File: src/sv/rcrm_pkg.sv
// ----------------------------------------------------------------------------
// rcrm_pkg
// Shared types, constants and the square root digit step of the rounded
// corner row mask.
// ----------------------------------------------------------------------------
package rcrm_pkg;

	localparam int ROW_W        = 8;
	localparam int RADIUS_W     = 16;
	localparam int CFG_W        = 16;
	localparam int CFG_IDX_W    = 2;
	localparam int RADICAND_W   = 2 * RADIUS_W;
	localparam int ROOT_W       = RADIUS_W;
	localparam int REM_W        = ROOT_W + 4;
	localparam int SQRT_STEPS   = 2;
	localparam int SQRT_STAGES  = ROOT_W / SQRT_STEPS;
	localparam int TUSER_W      = 3;

	localparam logic [CFG_IDX_W-1:0] REG_RADIUS = 2'd0;
	localparam logic [CFG_IDX_W-1:0] REG_WIDTH  = 2'd1;
	localparam logic [CFG_IDX_W-1:0] REG_HEIGHT = 2'd2;
	localparam logic [CFG_IDX_W-1:0] REG_AA     = 2'd3;

	// Bit positions inside tuser.
	localparam int TU_ROW_VALID  = 0;
	localparam int TU_FILL_VALID = 1;
	localparam int TU_EDGE_VALID = 2;

	typedef struct packed {
		logic                row_ok;
		logic [ROW_W-1:0]    row;
		logic [RADIUS_W-1:0] radius;
	} side_t;

	typedef struct packed {
		logic [REM_W-1:0]  rem;
		logic [ROOT_W-1:0] root;
	} sq_state_t;

	// One restoring digit step of the integer square root: brings in the next
	// two radicand bits and decides one root bit.
	function automatic sq_state_t sqrt_step(sq_state_t cur, logic [1:0] pair);
		logic [REM_W-1:0] rem_t;
		logic [REM_W-1:0] trial;
		sq_state_t        nxt;
		rem_t = {cur.rem[REM_W-3:0], pair};
		trial = REM_W'({cur.root, 2'b01});
		if (rem_t >= trial) begin
			nxt.rem  = rem_t - trial;
			nxt.root = {cur.root[ROOT_W-2:0], 1'b1};
		end else begin
			nxt.rem  = rem_t;
			nxt.root = {cur.root[ROOT_W-2:0], 1'b0};
		end
		return nxt;
	endfunction

endpackage

File: src/sv/rounded_corner_row_mask.sv
// ----------------------------------------------------------------------------
// rounded_corner_row_mask
// Per-row cleared run, edge positions and antialias alpha of a rounded corner.
// ----------------------------------------------------------------------------
// A request passes registers s1 to s3, the square root stages, s4 and s5.
// Throughput: one request per cycle while m_axis_tready holds; the eight-stage
// square root pipeline (two root bits per stage) sets the depth, not the rate.
// Reset: arst_n clears all valid bits and loads the registers with radius 0,
// width 1, height 1 and antialias enabled.
module rounded_corner_row_mask
	import rcrm_pkg::*;
#(
	parameter int COORD_BITS       = 12,
	parameter int RADIUS_FRAC_BITS = 8
) (
	input  logic                 clk,
	input  logic                 arst_n,
	input  logic                 cfg_we,
	input  logic [CFG_IDX_W-1:0] cfg_index,
	input  logic [CFG_W-1:0]     cfg_data,
	input  logic                 s_axis_tvalid,
	output logic                 s_axis_tready,
	// [7:0] row_index
	input  logic [ROW_W-1:0]     s_axis_tdata,
	output logic                 m_axis_tvalid,
	input  logic                 m_axis_tready,
	// fill_width, right_fill_start, right_edge_x, top_row_y, bottom_row_y,
	// edge_alpha, zero pad
	output logic [((3*ROW_W + 3*(COORD_BITS+1) + 7) / 8) * 8 - 1:0] m_axis_tdata,
	// [0] row_valid, [1] fill_valid, [2] edge_valid
	output logic [TUSER_W-1:0]   m_axis_tuser
);

	localparam int F         = RADIUS_FRAC_BITS;
	localparam int PW        = COORD_BITS + 1;
	localparam int DATA_BITS = 3 * ROW_W + 3 * PW;
	localparam int TDATA_W   = ((DATA_BITS + 7) / 8) * 8;
	localparam int IW        = ROW_W + F;
	localparam int CW        = ((IW > RADIUS_W) ? IW : RADIUS_W) + 2;
	localparam int HALF      = 1 << (F - 1);
	localparam int ONE       = 1 << F;
	localparam int AW        = F + 9;

	// Configuration registers.
	logic [RADIUS_W-1:0]   radius_q;
	logic [COORD_BITS-1:0] width_q;
	logic [COORD_BITS-1:0] height_q;
	logic                  aa_q;

	always_ff @(posedge clk or negedge arst_n) begin
		if (!arst_n) begin
			radius_q <= '0;
			width_q  <= COORD_BITS'(1);
			height_q <= COORD_BITS'(1);
			aa_q     <= 1'b1;
		end else if (cfg_we) begin
			case (cfg_index)
				REG_RADIUS: radius_q <= cfg_data[RADIUS_W-1:0];
				REG_WIDTH:  width_q  <= cfg_data[COORD_BITS-1:0];
				REG_HEIGHT: height_q <= cfg_data[COORD_BITS-1:0];
				REG_AA:     aa_q     <= cfg_data[0];
				default: ;
			endcase
		end
	end

	// Stall chain.
	logic v_s1, v_s2, v_s3, v_s4, v_s5;
	logic en_s1, en_s2, en_s3, en_s4, en_s5;
	logic sq_in_ready, sq_out_valid;

	assign en_s5 = !v_s5 || m_axis_tready;
	assign en_s4 = !v_s4 || en_s5;
	assign en_s3 = !v_s3 || sq_in_ready;
	assign en_s2 = !v_s2 || en_s3;
	assign en_s1 = !v_s1 || en_s2;
	assign s_axis_tready = en_s1;

	always_ff @(posedge clk or negedge arst_n) begin
		if (!arst_n) begin
			v_s1 <= 1'b0;
			v_s2 <= 1'b0;
			v_s3 <= 1'b0;
			v_s4 <= 1'b0;
			v_s5 <= 1'b0;
		end else begin
			if (en_s1) v_s1 <= s_axis_tvalid;
			if (en_s2) v_s2 <= v_s1;
			if (en_s3) v_s3 <= v_s2;
			if (en_s4) v_s4 <= sq_out_valid;
			if (en_s5) v_s5 <= v_s4;
		end
	end

	// Stage 1: row check and |r - (i + 1/2)|. A row is inside the corner when
	// i * 2^F is below r, which is the same as i < ceil(r).
	logic [CW-1:0]       row_sh_c, rad_ext_c, d_c, dabs_c;
	logic                rok_c;
	side_t               side_s1;
	logic [RADIUS_W-1:0] dabs_s1;

	always_comb begin
		row_sh_c  = CW'(s_axis_tdata) << F;
		rad_ext_c = CW'(radius_q);
		rok_c     = row_sh_c < rad_ext_c;
		d_c       = rad_ext_c - row_sh_c - CW'(HALF);
		dabs_c    = d_c[CW-1] ? (~d_c + CW'(1)) : d_c;
	end

	always_ff @(posedge clk) begin
		if (en_s1 && s_axis_tvalid) begin
			side_s1.row_ok <= rok_c;
			side_s1.row    <= s_axis_tdata;
			side_s1.radius <= radius_q;
			dabs_s1        <= dabs_c[RADIUS_W-1:0];
		end
	end

	// Stage 2: r*r and d*d.
	side_t                 side_s2;
	logic [RADICAND_W-1:0] rr_s2, dd_s2;

	always_ff @(posedge clk) begin
		if (en_s2 && v_s1) begin
			side_s2 <= side_s1;
			dd_s2   <= RADICAND_W'(dabs_s1) * RADICAND_W'(dabs_s1);
			rr_s2   <= RADICAND_W'(side_s1.radius) * RADICAND_W'(side_s1.radius);
		end
	end

	// Stage 3: radicand, clamped at zero.
	side_t                 side_s3;
	logic [RADICAND_W-1:0] rdc_s3;

	always_ff @(posedge clk) begin
		if (en_s3 && v_s2) begin
			side_s3 <= side_s2;
			rdc_s3  <= (rr_s2 > dd_s2) ? (rr_s2 - dd_s2) : '0;
		end
	end

	logic [ROOT_W-1:0] sq_root;
	side_t             sq_side;

	rcrm_isqrt u_isqrt (
		.clk       (clk),
		.arst_n    (arst_n),
		.in_valid  (v_s3),
		.in_ready  (sq_in_ready),
		.radicand  (rdc_s3),
		.in_side   (side_s3),
		.out_valid (sq_out_valid),
		.out_ready (en_s4),
		.root      (sq_root),
		.out_side  (sq_side)
	);

	// Stage 4: arc crossing, cleared run and coverage of the edge pixel.
	logic [RADIUS_W-1:0] xb_c, full_c;
	logic [ROW_W-1:0]    fw_c;
	logic [F:0]          cov_c;
	logic                rok_s4, nz_s4;
	logic [ROW_W-1:0]    row_s4, fw_s4;
	logic [F:0]          cov_s4;

	always_comb begin
		xb_c   = (sq_root <= sq_side.radius) ? (sq_side.radius - sq_root) : '0;
		full_c = xb_c >> F;
		fw_c   = (full_c > RADIUS_W'(255)) ? 8'hFF : full_c[ROW_W-1:0];
		// Coverage is one minus the fractional part of the crossing.
		cov_c  = (F + 1)'(ONE) - {1'b0, xb_c[F-1:0]};
	end

	always_ff @(posedge clk) begin
		if (en_s4 && sq_out_valid) begin
			rok_s4 <= sq_side.row_ok;
			row_s4 <= sq_side.row;
			nz_s4  <= full_c != '0;
			fw_s4  <= fw_c;
			cov_s4 <= cov_c;
		end
	end

	// Stage 5: alpha, positions and the output register.
	logic [AW-1:0]      prod_c;
	logic [ROW_W-1:0]   alpha_c;
	logic [PW-1:0]      rfs_c, rex_c, bot_c;
	logic [TDATA_W-1:0] tdata_s5;
	logic [TUSER_W-1:0] tuser_s5;
	logic [TDATA_W-1:0] tdata_c;
	logic [TUSER_W-1:0] tuser_c;

	always_comb begin
		prod_c  = AW'(cov_s4) * AW'(255) + AW'(HALF);
		alpha_c = prod_c[F + ROW_W - 1:F];
		rfs_c   = PW'(width_q) - PW'(fw_s4);
		rex_c   = rfs_c - PW'(1);
		bot_c   = PW'(height_q) - PW'(1) - PW'(row_s4);
		tdata_c = '0;
		tuser_c = '0;
		if (rok_s4) begin
			tdata_c = TDATA_W'({(aa_q ? alpha_c : 8'h00), bot_c, row_s4, rex_c, rfs_c, fw_s4});
			tuser_c[TU_ROW_VALID]  = 1'b1;
			tuser_c[TU_FILL_VALID] = nz_s4;
			tuser_c[TU_EDGE_VALID] = aa_q;
		end
	end

	always_ff @(posedge clk) begin
		if (en_s5 && v_s4) begin
			tdata_s5 <= tdata_c;
			tuser_s5 <= tuser_c;
		end
	end

	assign m_axis_tvalid = v_s5;
	assign m_axis_tdata  = tdata_s5;
	assign m_axis_tuser  = tuser_s5;

endmodule

File: src/sv/rcrm_isqrt.sv
// ----------------------------------------------------------------------------
// rcrm_isqrt
// Pipelined floor integer square root of a 32-bit radicand, two root bits
// per stage, with per-stage valid bits and a stall chain.
// ----------------------------------------------------------------------------
module rcrm_isqrt
	import rcrm_pkg::*;
(
	input  logic                  clk,
	input  logic                  arst_n,
	input  logic                  in_valid,
	output logic                  in_ready,
	input  logic [RADICAND_W-1:0] radicand,
	input  side_t                 in_side,
	output logic                  out_valid,
	input  logic                  out_ready,
	output logic [ROOT_W-1:0]     root,
	output side_t                 out_side
);

	logic [SQRT_STAGES-1:0] vld_s;
	logic [SQRT_STAGES-1:0] en;
	logic [RADICAND_W-1:0]  rad_s  [SQRT_STAGES];
	sq_state_t              st_s   [SQRT_STAGES];
	side_t                  side_s [SQRT_STAGES];

	// A stage takes a new request when it is empty or its content moves on.
	always_comb begin
		en[SQRT_STAGES-1] = !vld_s[SQRT_STAGES-1] || out_ready;
		for (int k = SQRT_STAGES - 2; k >= 0; k--) begin
			en[k] = !vld_s[k] || en[k+1];
		end
	end

	for (genvar g = 0; g < SQRT_STAGES; g++) begin : g_stage
		logic                  v_in;
		logic [RADICAND_W-1:0] rad_in;
		sq_state_t             st_in;
		side_t                 side_in;
		logic [RADICAND_W-1:0] rad_nxt;
		sq_state_t             st_nxt;

		if (g == 0) begin : g_first
			assign v_in    = in_valid;
			assign rad_in  = radicand;
			assign st_in   = '0;
			assign side_in = in_side;
		end else begin : g_next
			assign v_in    = vld_s[g-1];
			assign rad_in  = rad_s[g-1];
			assign st_in   = st_s[g-1];
			assign side_in = side_s[g-1];
		end

		always_comb begin
			st_nxt  = st_in;
			rad_nxt = rad_in;
			for (int j = 0; j < SQRT_STEPS; j++) begin
				st_nxt  = sqrt_step(st_nxt, rad_nxt[RADICAND_W-1 -: 2]);
				rad_nxt = rad_nxt << 2;
			end
		end

		always_ff @(posedge clk or negedge arst_n) begin
			if (!arst_n) begin
				vld_s[g] <= 1'b0;
			end else if (en[g]) begin
				vld_s[g] <= v_in;
			end
		end

		always_ff @(posedge clk) begin
			if (en[g] && v_in) begin
				rad_s[g]  <= rad_nxt;
				st_s[g]   <= st_nxt;
				side_s[g] <= side_in;
			end
		end
	end

	assign in_ready  = en[0];
	assign out_valid = vld_s[SQRT_STAGES-1];
	assign root      = st_s[SQRT_STAGES-1].root;
	assign out_side  = side_s[SQRT_STAGES-1];

endmodule

File: config.mk
export PLATFORM = sky130hd
export DESIGN_NAME = rounded_corner_row_mask
export DESIGN_NICKNAME = d
export VERILOG_FILES = /design/src/sv/rcrm_pkg.sv /design/src/sv/rounded_corner_row_mask.sv /design/src/sv/rcrm_isqrt.sv
export SDC_FILE = /design/constraint.sdc
export NUM_CORES = 2
export LEC_CHECK = 0
export BUFFER_PORTS_ARGS = -buffer_cell sky130_fd_sc_hd__clkbuf_2
export CAP_MARGIN = 10
export CELL_PAD_IN_SITES_DETAIL_PLACEMENT = 0
export CELL_PAD_IN_SITES_GLOBAL_PLACEMENT = 1
export CORE_MARGIN = 2
export CORE_UTILIZATION = 53
export CTS_CLUSTER_DIAMETER = 30
export DETAILED_ROUTE_END_ITERATION = 8
export PLACE_DENSITY_LB_ADDON = 0.1
export SLEW_MARGIN = 20
export SYNTH_ARGS = -nofsm -noshare
export SYNTH_HDL_FRONTEND = slang
export SYNTH_SLANG_ARGS = --single-unit
export TNS_END_PERCENT = 100
File: constraint.sdc
create_clock -name clk -period 8.5 [get_ports clk]
set_clock_uncertainty 0.1 [all_clocks]
set_input_delay 0.425 -clock clk [delete_from_list [all_inputs] [get_ports clk]]
set_output_delay 0.425 -clock clk [all_outputs]
set_load 0.01 [all_outputs]
; ---- Word level (Yosys, flattened, before mapping)
; Memory sizes are Yosys's and may differ from the RTL's.
; Index checks and enable logic that the tools add are counted.
[word_totals]
mem_count = 3
in_bits = 31
regBits = 335
ram_bits = 712
[classes]
eq_ne = 3
multipliers = 3
n_mux = 35
n_lt_le_gt_ge = 20
bitwise = 1
add_sub_neg = 27
n_reduce_logical = 46
[mem_list]
columns = memory, words, width, read_ports, rd_ports_with_merged_regs, wr, line_no
row1 = u_isqrt.st_s, 8, 36, 8, 0, 8, rcrm_isqrt.sv:24  ; sq_state_t st_s [SQRT_STAGES];
row2 = u_isqrt.rad_s, 8, 28, 7, 0, 8, rcrm_isqrt.sv:23  ; logic [RADICAND_W-1:0] rad_s [SQRT_STAGES];
row3 = u_isqrt.side_s, 8, 25, 8, 0, 8, rcrm_isqrt.sv:25  ; side_t side_s [SQRT_STAGES];
[op_table]
columns = op, n
row1 = $ge A20 B18 Y1, 15
row2 = $mux W36, 8
row3 = $mux W34, 8
row4 = $sub A20 B18 Y20, 8
row5 = $sub A18 B18 Y18, 7
row6 = $mul A16 B16 Y32, 2
row7 = $gt A32 B32 Y1, 1
row8 = $mux W16, 2
row9 = $sub A32 B32 Y32, 1
row10 = $sub A17 B9 Y18 const B, 1
row11 = $mux W1, 17
row12 = $sub A16 B16 Y17, 1
row13 = $add A16 B1 Y16 const B, 1
row14 = $add A16 B8 Y16 const B, 1
row15 = $le A16 B16 Y1, 1
row16 = $lt A16 B16 Y1, 1
row17 = $mul A9 B8 Y16 const B, 1
row18 = $not A16 Y16, 1
row19 = $reduce_bool A16 Y1, 1
row20 = $sub A16 B16 Y16, 1
row21 = $logic_and A1 B1 Y1, 13
row22 = $logic_not A1 Y1, 13
row23 = $logic_or A1 B1 Y1, 13
row24 = $sub A12 B1 Y13 const B, 1
row25 = 11 further kinds, 16

; ---- Longest topological paths before layout
[depth]
word_depth = 15
depth_mapped = 26
depth_no_buf = 25

; ---- By module
; Synthesis repeated with hierarchy kept, for this count alone.
[unflattened]
hier_cells = 5117
hier_area_um2 = 56835.8
[by_module_without_submodules]
columns = mod, cells_each, area_each_um2, instances, seq_area_each_um2
row1 = rounded_corner_row_mask, 3043, 31260.0, 1, 9352.7
row2 = rcrm_isqrt, 2074, 25575.8, 1, 15274.6

; ---- Worst setup path after synthesis
; Ideal clock, no wire load.
[synth_path]
kind = flip-flop to flip-flop
start = register dabs_s1[1]
end = register dd_s2[31], data pin
setup_time_ns = 0.259
period_less_slack_ns = 6.498
t_arrival_ns = 6.139
n_path_buf = 2
path_stages_with_launch = 25
path_slack_ns = 2.002
path_cell_list = edfxtp_1 -> clkbuf_1 -> clkbuf_1 -> and2_1 -> fa_1 -> inv_1 -> fa_1 -> inv_1 -> fa_1 -> inv_1 -> fa_1 -> inv_1 -> fa_1 -> fa_1 -> ha_1 -> a21oi_1 -> o21ai_0 -> a21o_1 -> a31oi_1 -> a211oi_1 -> o221ai_1 -> nor3_1 -> a2111oi_0 -> a21oi_1 -> xnor2_1
[synth_via]
elab_chain_len = 1
[synth_lines]
columns = item, line_no
row1 = "start, declared", rounded_corner_row_mask.sv:100  ; logic [RADIUS_W-1:0] dabs_s1;
row2 = "start signal, assigned", rounded_corner_row_mask.sv:115  ; dabs_s1 <= dabs_c[RADIUS_W-1:0];
row3 = $mul A16 B16 Y32, rounded_corner_row_mask.sv:126  ; dd_s2 <= RADICAND_W'(dabs_s1) * RADICAND_W'(dabs_s1);
row4 = "end signal, assigned", rounded_corner_row_mask.sv:126
row5 = "end, declared", rounded_corner_row_mask.sv:121  ; logic [RADICAND_W-1:0] rr_s2, dd_s2;
; No other way between the ends.
; A chain may end at the register's enable or synchronous reset.

; ---- Worst setup path in the final report
[layout_path]
start = register dabs_s1[13]
end = register dd_s2[26], data pin
; Same word-level chain as after synthesis.

==> implementation parameters <==
Parameter                              Value

Status
  Status    finished clean

Timing
  Accumulated negative setup slack    0 ns
  Post-layout minimum cycle time    7.51 ns
  Fmax    around 130 MHz
  Unrepaired setup endpoints after global routing    false
  Slew at the pin closest to its max-slew limit    1.02 ns
  Fin crit share    0.884
  Worst hold slack    0.173 ns
  Pins Over Slew Limit    0
  Hold Fails Final Rpt    0
  Final setup violating endpoints    0
  Max_slew headroom    0.320

Critical path
  Critical-path cell with the highest stage delay    edfxtp_1
  Critical path fanouts, max    15
  Kind of end point of the critical path    flip-flop
  Cells along the critical path    inv_1 > nor2_1 > ha_1 > xor2_1 > fa_1 > inv_1 > fa_1 > fa_1 > fa_1 > inv_1 > fa_1 > inv_1 > ha_1 > a21o_1 > a211oi_1 > o211ai_1 > a41oi_1 > nor2_1 > a221oi_1 > nand2b_1 > a21o_1 > a2111oi_0 > nor4_1
  Worst path max stage delay    0.68 ns
  Setup Crit Path Kind    flip-flop to flip-flop
  Largest delay share family, worst path    adder cells
  Data required, critical path    between 8 and 9 ns
  Worst path buffer plus inverter count    4
  Most Frequent Cell on Critical Path    fa_1
  Crit start category    flip-flop
  Data arrival time of the critical path    a little under 8 ns

Clock tree
  Number of buffers inserted during clock tree synthesis    169
  Number of instances resized during post-cts repair    0
  Worst-path clk slew    around 0.05 ns
  Bufs on Longest Clock Path    3
  Level count of the clock H-tree    4
  # clock sinks    814
  Source-to-sink clock delay at the later pin of the worst-skew pair    approximately 0.77 ns
  CTS tree    yes
  Clock root buffer    clkbuf_16

Die
  Total number of placement rows    between 100 and 150
  Width of the die    328 µm
  Core footprint    about 100000 µm²
  Top Ports    100
  Die area    107000 µm²
  Effective utilization at floorplan    0.535
  Overall die height    328 µm

Global route
  Via count of the first global-routing pass    36.7k
  GRT Residual Overflow    0
  Global-route usage over all layers    0.227
  Maximum number of pins on one net before global-route repair    68
  Wire length of the first global-routing pass    193000 µm
  Antenna violations before repair    3

Run
  Maximum capacitance violations    0

Yosys
  Seq cells post-synth    814
  Yosys cell types    88
  Cell area after synthesis    55600 µm²
  Syn Inst Count    about 5k
  Post-Synthesis Mean Instance Area    11.2 µm²
  EDFF count, synth    760
  Most common flop cell mapped by yosys    edfxtp_1
  Sequential element share of the synthesized area    0.435
  Synth warn    0
  Proportion of register bits with asynchronous set or reset after synthesis    0.0663

Placement
  Count of input and output buffers    98
  Final HPWL from detailed placement    90300 µm
  Last weighted congestion value of the routability-driven placer    0.861
  Post-place instance area    around 58000 µm²
  Post-placement cell count    6375

Route
  Length of the first detailed-routing pass in iterations    5
  Via density    5.32
  Number of nets with antenna violations after detailed routing    0
  Average routed wire per standard cell    17.5 µm
  Initial drt markers    between 2k and 2.5k
  Sum of routed wire length over all layers    between 100000 and 150000 µm
  DRC violation count after routing    0
  Detailed-route via count    35.8k

Cells and area
  Post-layout instance area    63900 µm²
  Antenna diode instance count    0
  Total number of nets in the final design    6054
  Share of final-layout standard cells stronger than drive strength 1    0.102
  Area growth syn-to-layout    15.0%
  Number of filler cells placed in the layout    8444
  Final Instance Count excl. Fillers    6723

Worst hold path
  Class of the tightest hold or removal check    primary input to flip-flop
## per-layer routing
metal / vias up / wire length [µm] / track usage / part of all wire
li1: 17600 / - / - / -
met1: 17400 / 53200 / 0.308 / 0.45
met2: 659 / 56600 / 0.374 / 0.48
met3: 193 / 4730 / 0.0356 / 0.040
met4: 2 / 3250 / 0.0760 / 0.028
met5: - / 16 / 0 / 0.00014
## through the flow
stage	utilization	setup slack, ns
floorplan	-	2.00
global placement	0.555	1.30
detailed placement	0.555	1.08
CTS	0.615	1.06
global route	0.616	0.505
finish	0.616	0.990
## worst paths after layout
path / startpoint / endpoint / slack, ns / cells after the start
worst max-delay path: dabs_s1[13] / dd_s2[26] / 0.99 / 23
min in group asynchronous: arst_n / u_isqrt.g_stage[4].v_in / 0.27 / 3
worst min-delay path: cfg_index[0] / radius_q[0] / 0.17 / 4
max in group asynchronous: arst_n / radius_q[4] / 7.51 / 3
worst min register to register: u_isqrt.side_s[1][44] / u_isqrt.side_s[1][69] / 0.27 / 0
worst max register to register: dabs_s1[13] / dd_s2[26] / 0.99 / 23
## cells by family after synthesis
kind of cell | share of synthesized area
buffers and inverters | 0.0623
xor gates and xnor gates | 0.0531
adders and majority gates | 0.235
other | 0.000135
AOI/OAI and AO/OA | 0.0915
and+or+nand+nor | 0.107
muxes | 0.0153
DFF | 0.435
## final cells by class
type,instances,area [µm²],share of cell area
sequential,814,24200,0.378
tap,1380,1730,0.0270
timing repair buffer,156,1000,0.0157
clock inverter,131,1580,0.0248
multi-input combinational,3250,28000,0.438
clock buffer,187,4360,0.0682
inverter,805,3030,0.0475
## Yosys cell counts (all sizes together), types with 41 or more instances
cell,count,share of area
inv,805,0.055
xor2,110,0.017
mux2,63,0.013
and2,115,0.013
o21ai,155,0.014
xnor2,226,0.036
ha,464,0.10
o21a,41,0.0055
nand2b,49,0.0055
fa,363,0.13
nand3,75,0.0069
edfxtp,760,0.41
nand2,313,0.021
a21oi,242,0.022
nor2,318,0.021
nor2b,43,0.0048
a21o,102,0.014
clkbuf,92,0.0062
nor3,86,0.0077
dfrtp,51,0.023
## cells in the final DEF (no fill, tap or decap), types with 22 or more instances in the layout
master and count:
inv_1 804, edfxtp_1 760, ha_1 464, fa_1 363, nor2_1 317, nand2_1 312, a21oi_1 242, xnor2_1 225
clkbuf_16 170, o21ai_0 152, xor2_1 110, and2_1 107, a21o_1 102, clkbuf_2 98, nor3_1 86, nand3_1 73
mux2_2 62, dfrtp_1 51, nand2b_1 49, o21a_1 41, nor2b_1 40, nand4_1 39, o21bai_1 37, a31oi_1 33
nor4_1 31, dlygate4sd3_1 30, or3_1 29, buf_4 28, or2_2 27, o211ai_1 24, clkinv_1 24, and3_1 23
o31ai_1 22, inv_6 22
## worst reg2reg max path: cells and delay by family (launching register included)
family,cells,cell delay (ns)
simple gates,4,0.60
buf+inv,4,0.43
fa+ha+maj,7,3.13
xor+xnor,1,0.18
flops,1,0.68
compound gates,7,2.12
## repair_timing
action                                  4_1_cts  5_1_grt
hold endpoints to repair                    103        0
buffers inserted                              0        0
endpoints found under the setup margin        0        0
hold buffers                                 30        0
## flip-flops by register name, indices dropped and copies added, names as in the netlist, 12 cells and up
| signal | cells |
|---|---|
| height_q | 12 |
| u_isqrt.rad_s | 98 |
| dabs_s1 | 15 |
| radius_q | 16 |
| m_axis_tdata | 63 |
| dd_s2 | 30 |
| width_q | 12 |
| side_s2 | 25 |
| u_isqrt.st_s | 189 |
| side_s1 | 25 |
| u_isqrt.side_s | 200 |
| rdc_s3 | 30 |
| rr_s2 | 30 |
| side_s3 | 25 |
Power is left out: the tool's default activity adds up to more than one toggle a clock period on the data nets, which glitch-free logic cannot reach.
